File: config.mk
export PLATFORM = sky130hd
export DESIGN_NAME = line_rasterizer_depth_interp_unit
export DESIGN_NICKNAME = d
export VERILOG_FILES = /design/src/rtl/lrdi_pkg.sv /design/src/rtl/lrdi_stepper.sv /design/src/rtl/lrdi_pixel_addr.sv /design/src/rtl/line_rasterizer_depth_interp_unit.sv
export SDC_FILE = /design/constraint.sdc
export NUM_CORES = 2
export LEC_CHECK = 0
export BUFFER_PORTS_ARGS = -buffer_cell sky130_fd_sc_hd__buf_4
export CAP_MARGIN = 15
export CELL_PAD_IN_SITES_DETAIL_PLACEMENT = 1
export CELL_PAD_IN_SITES_GLOBAL_PLACEMENT = 2
export CORE_UTILIZATION = 43
export CTS_CLUSTER_DIAMETER = 40
export DETAILED_ROUTE_END_ITERATION = 10
export PLACE_DENSITY = 0.87
export SLEW_MARGIN = 25
export SYNTH_ARGS = -nofsm -noshare
export SYNTH_HDL_FRONTEND = slang
export SYNTH_HIERARCHICAL = 1
export SYNTH_SLANG_ARGS = --single-unit
export TNS_END_PERCENT = 1
File: constraint.sdc
create_clock -name clk -period 15.15 [get_ports clk]
set_input_delay 0.7575 -clock clk [delete_from_list [all_inputs] [get_ports clk]]
set_output_delay 0.7575 -clock clk [all_outputs]
set_load 0.05 [all_outputs]
File: src/rtl/lrdi_pkg.sv
// shared types and constants for the line rasterizer with depth interpolation
`default_nettype none

package lrdi_pkg;

  // configuration register indexes
  typedef enum logic [0:0] {
    REG_ROW_STRIDE      = 1'b0,
    REG_BYTES_PER_PIXEL = 1'b1
  } cfg_reg_t;

  localparam logic [15:0] ROW_STRIDE_RESET      = 16'd4096;
  localparam logic [3:0]  BYTES_PER_PIXEL_RESET = 4'd4;

  // input word kinds
  localparam logic KIND_START = 1'b0;
  localparam logic KIND_STEP  = 1'b1;

  // one pixel leaving the stepper
  typedef struct packed {
    logic [15:0] x;
    logic [15:0] y;
    logic [31:0] depth;
    logic        in_range;
    logic        last;
  } pix_t;

endpackage

`default_nettype wire

File: src/rtl/lrdi_stepper.sv
// bresenham line state and first pipeline stage (pixel position, depth, range check)
`default_nettype none

module lrdi_stepper #(
  parameter int SCREEN_WIDTH  = 1024,
  parameter int SCREEN_HEIGHT = 768
) (
  input  wire               clk,
  input  wire               rst,
  input  wire               s_tvalid,
  output logic              s_tready,
  input  wire  [151:0]      s_tdata,
  input  wire               s_tuser,
  output logic              pix_valid,
  input  wire               pix_ready,
  output lrdi_pkg::pix_t    pix
);
  import lrdi_pkg::*;

  // line state
  logic signed [15:0] major_pos;
  logic signed [15:0] minor_pos;
  logic signed [15:0] major_end;
  logic [15:0]        span_major;
  logic [15:0]        span_minor;
  logic [17:0]        step_error;
  logic [31:0]        depth_acc;
  logic [31:0]        depth_inc;
  logic               axes_swapped;
  logic               step_down;
  logic               line_active;

  // input field unpacking
  logic signed [15:0] in_start_major;
  logic signed [15:0] in_start_minor;
  logic signed [15:0] in_end_major;
  logic [15:0]        in_major_span;
  logic [15:0]        in_minor_span;
  logic               in_steep;
  logic               in_minor_down;
  logic [31:0]        in_depth_start;
  logic [31:0]        in_depth_step;

  assign in_start_major = s_tdata[15:0];
  assign in_start_minor = s_tdata[31:16];
  assign in_end_major   = s_tdata[47:32];
  assign in_major_span  = s_tdata[63:48];
  assign in_minor_span  = s_tdata[79:64];
  assign in_steep       = s_tdata[80];
  assign in_minor_down  = s_tdata[81];
  assign in_depth_start = s_tdata[113:82];
  assign in_depth_step  = s_tdata[145:114];

  logic s_fire;
  logic step_fire;
  logic start_fire;

  assign s_tready   = !pix_valid || pix_ready;
  assign s_fire     = s_tvalid && s_tready;
  assign start_fire = s_fire && (s_tuser == KIND_START);
  assign step_fire  = s_fire && (s_tuser == KIND_STEP) && line_active;

  // current pixel position and range check
  logic [15:0] cur_x;
  logic [15:0] cur_y;
  logic        cur_in_range;
  logic        cur_last;

  always_comb begin
    cur_x = axes_swapped ? minor_pos : major_pos;
    cur_y = axes_swapped ? major_pos : minor_pos;
    cur_in_range = !cur_x[15] && !cur_y[15] &&
                   (cur_x < 16'(SCREEN_WIDTH)) && (cur_y < 16'(SCREEN_HEIGHT));
    cur_last = (major_pos == major_end);
  end

  // error term, minor step and saturating depth for the next pixel
  logic [17:0]        err_sub;
  logic [17:0]        err_next;
  logic signed [15:0] minor_next;
  logic [32:0]        depth_sum;
  logic [31:0]        depth_next;

  always_comb begin
    err_sub    = step_error - {2'b00, span_minor};
    err_next   = err_sub;
    minor_next = minor_pos;
    if (err_sub[17]) begin
      err_next   = err_sub + {2'b00, span_major};
      minor_next = step_down ? minor_pos - 16'sd1 : minor_pos + 16'sd1;
    end
    depth_sum = {depth_acc[31], depth_acc} + {depth_inc[31], depth_inc};
    if (depth_sum[32] != depth_sum[31]) begin
      depth_next = depth_sum[32] ? 32'h8000_0000 : 32'h7FFF_FFFF;
    end else begin
      depth_next = depth_sum[31:0];
    end
  end

  // line state update
  always_ff @(posedge clk) begin
    if (rst) begin
      major_pos    <= '0;
      minor_pos    <= '0;
      major_end    <= '0;
      span_major   <= '0;
      span_minor   <= '0;
      step_error   <= '0;
      depth_acc    <= '0;
      depth_inc    <= '0;
      axes_swapped <= 1'b0;
      step_down    <= 1'b0;
      line_active  <= 1'b0;
    end else if (start_fire) begin
      major_pos    <= in_start_major;
      minor_pos    <= in_start_minor;
      major_end    <= in_end_major;
      span_major   <= in_major_span;
      span_minor   <= in_minor_span;
      step_error   <= {3'b000, in_major_span[15:1]};
      depth_acc    <= in_depth_start;
      depth_inc    <= in_depth_step;
      axes_swapped <= in_steep;
      step_down    <= in_minor_down;
      line_active  <= (in_start_major <= in_end_major);
    end else if (step_fire) begin
      step_error <= err_next;
      minor_pos  <= minor_next;
      depth_acc  <= depth_next;
      if (cur_last) begin
        line_active <= 1'b0;
      end else begin
        major_pos <= major_pos + 16'sd1;
      end
    end
  end

  // stage register toward the address unit
  always_ff @(posedge clk) begin
    if (rst) begin
      pix_valid <= 1'b0;
    end else if (s_tready) begin
      pix_valid <= step_fire;
    end
  end

  always_ff @(posedge clk) begin
    if (step_fire) begin
      pix.x        <= cur_x;
      pix.y        <= cur_y;
      pix.depth    <= depth_acc;
      pix.in_range <= cur_in_range;
      pix.last     <= cur_last;
    end
  end

`ifndef SYNTHESIS
  // a stalled pixel keeps its contents
  a_pix_hold: assert property (@(posedge clk) disable iff (rst)
    pix_valid && !pix_ready |=> pix_valid && $stable(pix))
    else $error("stalled pixel changed");

  // a step with no line in progress yields no pixel
  a_no_line: assert property (@(posedge clk) disable iff (rst)
    s_fire && (s_tuser == KIND_STEP) && !line_active |=> !pix_valid)
    else $error("pixel emitted without an active line");

  // the final pixel ends the line
  a_last_ends: assert property (@(posedge clk) disable iff (rst)
    step_fire && cur_last |=> !line_active && pix_valid && pix.last)
    else $error("line still active after last pixel");
`endif

endmodule

`default_nettype wire

File: src/rtl/lrdi_pixel_addr.sv
// framebuffer offset products, bound check and output register
`default_nettype none

module lrdi_pixel_addr #(
  parameter int SCREEN_HEIGHT = 768
) (
  input  wire               clk,
  input  wire               rst,
  input  wire  [15:0]       row_stride_bytes,
  input  wire  [3:0]        bytes_per_pixel,
  input  wire               pix_valid,
  output logic              pix_ready,
  input  lrdi_pkg::pix_t    pix,
  output logic              m_tvalid,
  input  wire               m_tready,
  output logic [103:0]      m_tdata,
  output logic              m_tlast
);
  import lrdi_pkg::*;

  // product stage
  logic        prod_valid;
  logic        prod_ready;
  pix_t        prod_pix;
  logic [31:0] prod_y;
  logic [19:0] prod_x;
  logic [31:0] prod_limit;

  // output register
  logic [15:0] out_x;
  logic [15:0] out_y;
  logic [31:0] out_offset;
  logic [31:0] out_depth;
  logic        out_visible;
  logic        out_last;

  assign prod_ready = !m_tvalid || m_tready;
  assign pix_ready  = !prod_valid || prod_ready;

  // row and column products
  always_ff @(posedge clk) begin
    if (rst) begin
      prod_valid <= 1'b0;
    end else if (pix_ready) begin
      prod_valid <= pix_valid;
    end
  end

  always_ff @(posedge clk) begin
    if (pix_valid && pix_ready) begin
      prod_pix   <= pix;
      prod_y     <= pix.y * row_stride_bytes;
      prod_x     <= pix.x * bytes_per_pixel;
      prod_limit <= 32'(row_stride_bytes) * 32'(SCREEN_HEIGHT);
    end
  end

  // offset sum and buffer bound
  logic [31:0] offset_sum;
  logic        vis;

  always_comb begin
    offset_sum = prod_y + {12'd0, prod_x};
    vis        = prod_pix.in_range && (offset_sum < prod_limit);
  end

  always_ff @(posedge clk) begin
    if (rst) begin
      m_tvalid <= 1'b0;
    end else if (prod_ready) begin
      m_tvalid <= prod_valid;
    end
  end

  always_ff @(posedge clk) begin
    if (prod_valid && prod_ready) begin
      out_x       <= prod_pix.x;
      out_y       <= prod_pix.y;
      out_offset  <= vis ? offset_sum : 32'd0;
      out_depth   <= prod_pix.depth;
      out_visible <= vis;
      out_last    <= prod_pix.last;
    end
  end

  assign m_tdata = {7'd0, out_visible, out_depth, out_offset, out_y, out_x};
  assign m_tlast = out_last;

`ifndef SYNTHESIS
  // hidden pixels carry a zero offset
  a_hidden_zero: assert property (@(posedge clk) disable iff (rst)
    m_tvalid && !out_visible |-> out_offset == 32'd0)
    else $error("nonzero offset on hidden pixel");

  // a visible pixel lies inside the buffer bound
  a_vis_bound: assert property (@(posedge clk) disable iff (rst)
    prod_valid && vis |-> offset_sum < prod_limit && prod_pix.in_range)
    else $error("visible pixel outside bound");

  // a stalled product stage keeps its word
  a_prod_hold: assert property (@(posedge clk) disable iff (rst)
    prod_valid && !prod_ready |=> prod_valid && $stable(prod_pix))
    else $error("stalled product stage changed");
`endif

endmodule

`default_nettype wire

File: src/rtl/line_rasterizer_depth_interp_unit.sv
// top level of the bresenham line rasterizer with depth interpolation
`default_nettype none

// Bresenham line stepper with Q16.16 depth. A start word (tuser 0) loads a
// prepared line and yields no pixel; each step word (tuser 1) yields one pixel
// while a line is active, with screen x/y, framebuffer byte offset, depth, a
// visible flag and tlast on the final pixel. One word is taken per clock unless
// the input stalls. A pixel passes three registered stages: the stepper (pixel
// position, range check, error term, minor step, saturating depth add), the
// row and column multiplies and the offset add and buffer bound compare. Each
// stage has its own ready, so while a pixel waits at the output the stages
// behind it still fill; the input stalls, start words included, once all three
// stages hold a pixel and the output is not ready.
// Configuration writes are taken every cycle and must be made while idle.
module line_rasterizer_depth_interp_unit #(
  parameter int SCREEN_WIDTH  = 1024,
  parameter int SCREEN_HEIGHT = 768
) (
  input  wire          clk,
  input  wire          rst,
  // configuration write channel
  input  wire          cfg_valid,
  output logic         cfg_ready,
  input  wire  [0:0]   cfg_index,
  input  wire  [15:0]  cfg_data,
  // input words
  input  wire          s_tvalid,
  output logic         s_tready,
  // start_major, start_minor, end_major, major_span, minor_span, steep,
  // minor_down, depth_start, depth_step
  input  wire  [151:0] s_tdata,
  // kind
  input  wire          s_tuser,
  // pixel words
  output logic         m_tvalid,
  input  wire          m_tready,
  // pixel_x, pixel_y, byte_offset, depth, visible
  output logic [103:0] m_tdata,
  output logic         m_tlast
);
  import lrdi_pkg::*;

  logic [15:0] row_stride_bytes;
  logic [3:0]  bytes_per_pixel;

  // configuration registers
  assign cfg_ready = 1'b1;

  always_ff @(posedge clk) begin
    if (rst) begin
      row_stride_bytes <= ROW_STRIDE_RESET;
      bytes_per_pixel  <= BYTES_PER_PIXEL_RESET;
    end else if (cfg_valid) begin
      unique case (cfg_reg_t'(cfg_index))
        REG_ROW_STRIDE:      row_stride_bytes <= cfg_data;
        REG_BYTES_PER_PIXEL: bytes_per_pixel  <= cfg_data[3:0];
        default: ;
      endcase
    end
  end

  logic pix_valid;
  logic pix_ready;
  pix_t pix;

  lrdi_stepper #(
    .SCREEN_WIDTH  (SCREEN_WIDTH),
    .SCREEN_HEIGHT (SCREEN_HEIGHT)
  ) u_stepper (
    .clk       (clk),
    .rst       (rst),
    .s_tvalid  (s_tvalid),
    .s_tready  (s_tready),
    .s_tdata   (s_tdata),
    .s_tuser   (s_tuser),
    .pix_valid (pix_valid),
    .pix_ready (pix_ready),
    .pix       (pix)
  );

  lrdi_pixel_addr #(
    .SCREEN_HEIGHT (SCREEN_HEIGHT)
  ) u_pixel_addr (
    .clk              (clk),
    .rst              (rst),
    .row_stride_bytes (row_stride_bytes),
    .bytes_per_pixel  (bytes_per_pixel),
    .pix_valid        (pix_valid),
    .pix_ready        (pix_ready),
    .pix              (pix),
    .m_tvalid         (m_tvalid),
    .m_tready         (m_tready),
    .m_tdata          (m_tdata),
    .m_tlast          (m_tlast)
  );

endmodule

`default_nettype wire

==> impl_metrics.csv <==
group,metric,value,unit
outcome,status,"finished, final reports clean",
routing,drcViolationCount,0,
synth,avgSynthCellArea,9.914,µm²
synth,synthArstFlopShare,0,%
finish,post-route-util,51.33,%
timing,rsz0062_at_grt,"no",
clocking,root_buffer,"clkbuf_16",
place,post-place-ws,8.137,ns
synth,yosysSeqAreaShare,37.15,%
clocking,postCtsSetupRepairBufs,0,
clocking,cts.repair.resized,0,
clocking,cts_buffers,85,
routing,routedWlPerCell,20.95,µm
power,worst_ir_drop_vdd,0.08791,mV
place,dpl.hpwl,74830,µm
place,gp_congestion,0.8797,
finish,final_common_cell,"nand2_1",
power,p_per_area,108.5,nW/µm²
finish,layoutNonFillerInstCount,4848,
timing,final.min_clock_period,7.004,ns
timing,tns,0,ns
grt,globalRoute.totalOverflow,0,
synth,synth_edf_count,300,
synth,synth-seq-cells,488,
timing,report.final.slew_viol_count,0,
finish,layout_common_cells,"nand2_1, inv_1, edfxtp_1, buf_4, ha_1",
timing,setup_viol,0,
synth,syn_area,34380,µm²
clocking,cts_hold_buf,0,
finish,nNetsFinal,4404,
critical_path,arrival,7.39,ns
routing,firstDrtPassIters,5,
floorplanning,rows,103,
clocking,clkLatencyLatePin,0.67,ns
floorplanning,io_pins,283,
finish,drive_gt1_share,13.89,%
timing,tightest_slew,1.040,ns
timing,clock_skew,0.05493,ns
synth,synth_top_flop_cell,"edfxtp_1",
critical_path,cp-end-kind,"flop",
grt,antenna_found_initial,9,
floorplanning,coreArea,79000,µm²
power,p_leak,17.71,nW
timing,hold_viol_final,0,
flow_run,maxCapViolations,0,
clocking,htree_levels,3,
clocking,cts_tree,"built",
critical_path,critical_path.max_fanout,19,
timing,fin_crit_sh,46.23,%
min_path,hold_class,"primary input to flop",
timing,hold_slack,0.3232,ns
floorplanning,initial_utilization,43.52,%
routing,vias_per_cell,5.410,
grt,grt_usage,24.97,%
critical_path,startpoint_type,"flop",
floorplanning,die_area,81090,µm²
synth,synth_warnings,6,
floorplanning,die_w,284.8,µm
timing,max_freq,142.8,MHz
grt,grt_pass1_vias,28250,
routing,num_vias,26230,
timing,relSlewSlack,30.55,%
timing,setup_ws,8.146,ns
critical_path,crit_required,15.54,ns
place,place_inst,4687,
floorplanning,die_h,284.8,µm
grt,grt_max_degree,73,
routing,drt_iter0_markers,1220,
place,port_buffers,268,
clocking,path_clk_slew,0.05,ns
synth,syn_inst,3468,
clocking,cts_sinks,488,
critical_path,crit_type,"flop to flop",
grt,grt_pass1_wl,158400,µm
routing,ant_nets,0,
synth,synth.distinct_cells,97,
clocking,cts.path.max_buffers,3,
routing,wl,101600,µm
finish,area_growth,17.95,%
## cell type report
| class | count | area [µm²] |
|---|---|---|
| Timing Repair Buffer | 299 | 2248 |
| Sequential cell | 488 | 12770 |
| Inverter | 380 | 1428 |
| Multi-Input combinational cell | 2470 | 19640 |
| Clock inverter | 62 | 934.6 |
| Antenna cell | 5 | 12.51 |
| Fill cell | 8725 | 38450 |
| Tap cell | 1050 | 1314 |
| Clock buffer | 94 | 2201 |
## metal layers
| layer | GRT usage, % | vias up | wire [µm] |
|---|---|---|---|
| li1 | - | 12440 | - |
| met1 | 30.00 | 13110 | 42590 |
| met2 | 44.93 | 501 | 51600 |
| met3 | 4.168 | 171 | 4141 |
| met4 | 8.535 | 8 | 3174 |
| met5 | 0 | - | 57 |
## path summary, 6_finish.rpt
kind                                                       start  depth (start not counted)  slack, ns                              endpoint
worst max-delay path            row_stride_bytes[3]$_SDFFE_PP0P_                         21       8.15     u_pixel_addr/prod_y[31]$_DFFE_PP_
worst min-delay path                                s_tdata[132]                          3       0.32  u_stepper/depth_inc[18]$_SDFFE_PP0P_
worst max register to register  row_stride_bytes[3]$_SDFFE_PP0P_                         21       8.15     u_pixel_addr/prod_y[31]$_DFFE_PP_
worst min register to register       u_stepper/pix[11]$_DFFE_PP_                          0       0.41   u_pixel_addr/prod_pix[11]$_DFFE_PP_
## critical path: stages, from the launching register on
cell      delay (ns)
dfxtp_1         0.95
nand2_1         0.19
fa_1            0.57
inv_1           0.05
fa_1            0.49
ha_1            0.15
inv_1           0.06
fa_1            0.55
fa_1            0.44
fa_1            0.55
inv_1           0.04
ha_1            0.35
and3_1          0.21
a221oi_1        0.51
o21ai_1         0.21
a31o_2          0.32
o21ai_1         0.27
a311o_1         0.26
nand4_1         0.14
a31oi_1         0.21
o21bai_1        0.09
xnor2_1         0.13
## kinds of logic (layout without fill, tap and decap cells)
group                    count (synthesis)  in the layout  synth area share [%]
flip-flops                             488            488                 37.15
XOR/XNOR                               162            162                 4.127
AND/OR/NAND/NOR                       1069           1069                 15.09
AO/OA/AOI/OAI                          678            678                 13.00
buffers and inverters                  522            835                 5.932
multiplexers                            41             41                 1.299
adder cells (fa/ha/maj)                506            506                 23.38
other                                    2             19               0.02184
## metrics by stage
stage          total power [mW]  cell area, µm²
2_1_floorplan             2.112           34430
3_3_place_gp              2.326           37410
3_5_place_dp              2.352           37410
4_1_cts                   4.446           40540
5_1_grt                   4.604           40550
6_report                  4.401           40550
## power breakdown
| group | leakage, nW | switching, mW | internal, mW |
|---|---|---|---|
| clock | 1.50 | 0.769 | 1.31 |
| combinational | 11.9 | 0.482 | 0.339 |
| sequential | 4.33 | 0.0482 | 1.46 |
## flip-flops by register name, summed over array words and instances, names as in the netlist, 18 cells and up
name,count
u_pixel_addr/prod_pix,66
u_stepper/pix,66
u_pixel_addr/out_depth,32
u_pixel_addr/out_offset,32
u_pixel_addr/prod_y,32
u_stepper/depth_acc,32
u_stepper/depth_inc,32
u_pixel_addr/prod_x,20
u_pixel_addr/prod_limit,18
u_stepper/step_error,18
## cells in the mapped netlist, types with 17 or more instances
cell type | count | share of area, %
a31oi_1 | 20 | 0.36
nor2b_1 | 28 | 0.51
fa_1 | 228 | 13
o21ai_0 | 97 | 1.4
dfxtp_1 | 188 | 11
and3_1 | 22 | 0.40
a21o_1 | 61 | 1.3
nand2_1 | 464 | 5.1
o21a_1 | 30 | 0.66
nand3_1 | 70 | 1.0
nor2_1 | 150 | 1.6
nand4_1 | 28 | 0.51
nor3_1 | 44 | 0.64
and2_1 | 153 | 2.8
xor2_1 | 56 | 1.4
o211ai_1 | 17 | 0.37
ha_1 | 277 | 10
clkbuf_1 | 109 | 1.2
a21oi_1 | 233 | 3.4
a211oi_1 | 35 | 0.76
o221ai_1 | 28 | 0.71
inv_1 | 380 | 4.1
mux2_2 | 29 | 0.95
edfxtp_1 | 300 | 26
xnor2_1 | 106 | 2.7
a311oi_1 | 21 | 0.53
nand2b_1 | 41 | 0.75
Power figures use the tool's default switching activity.
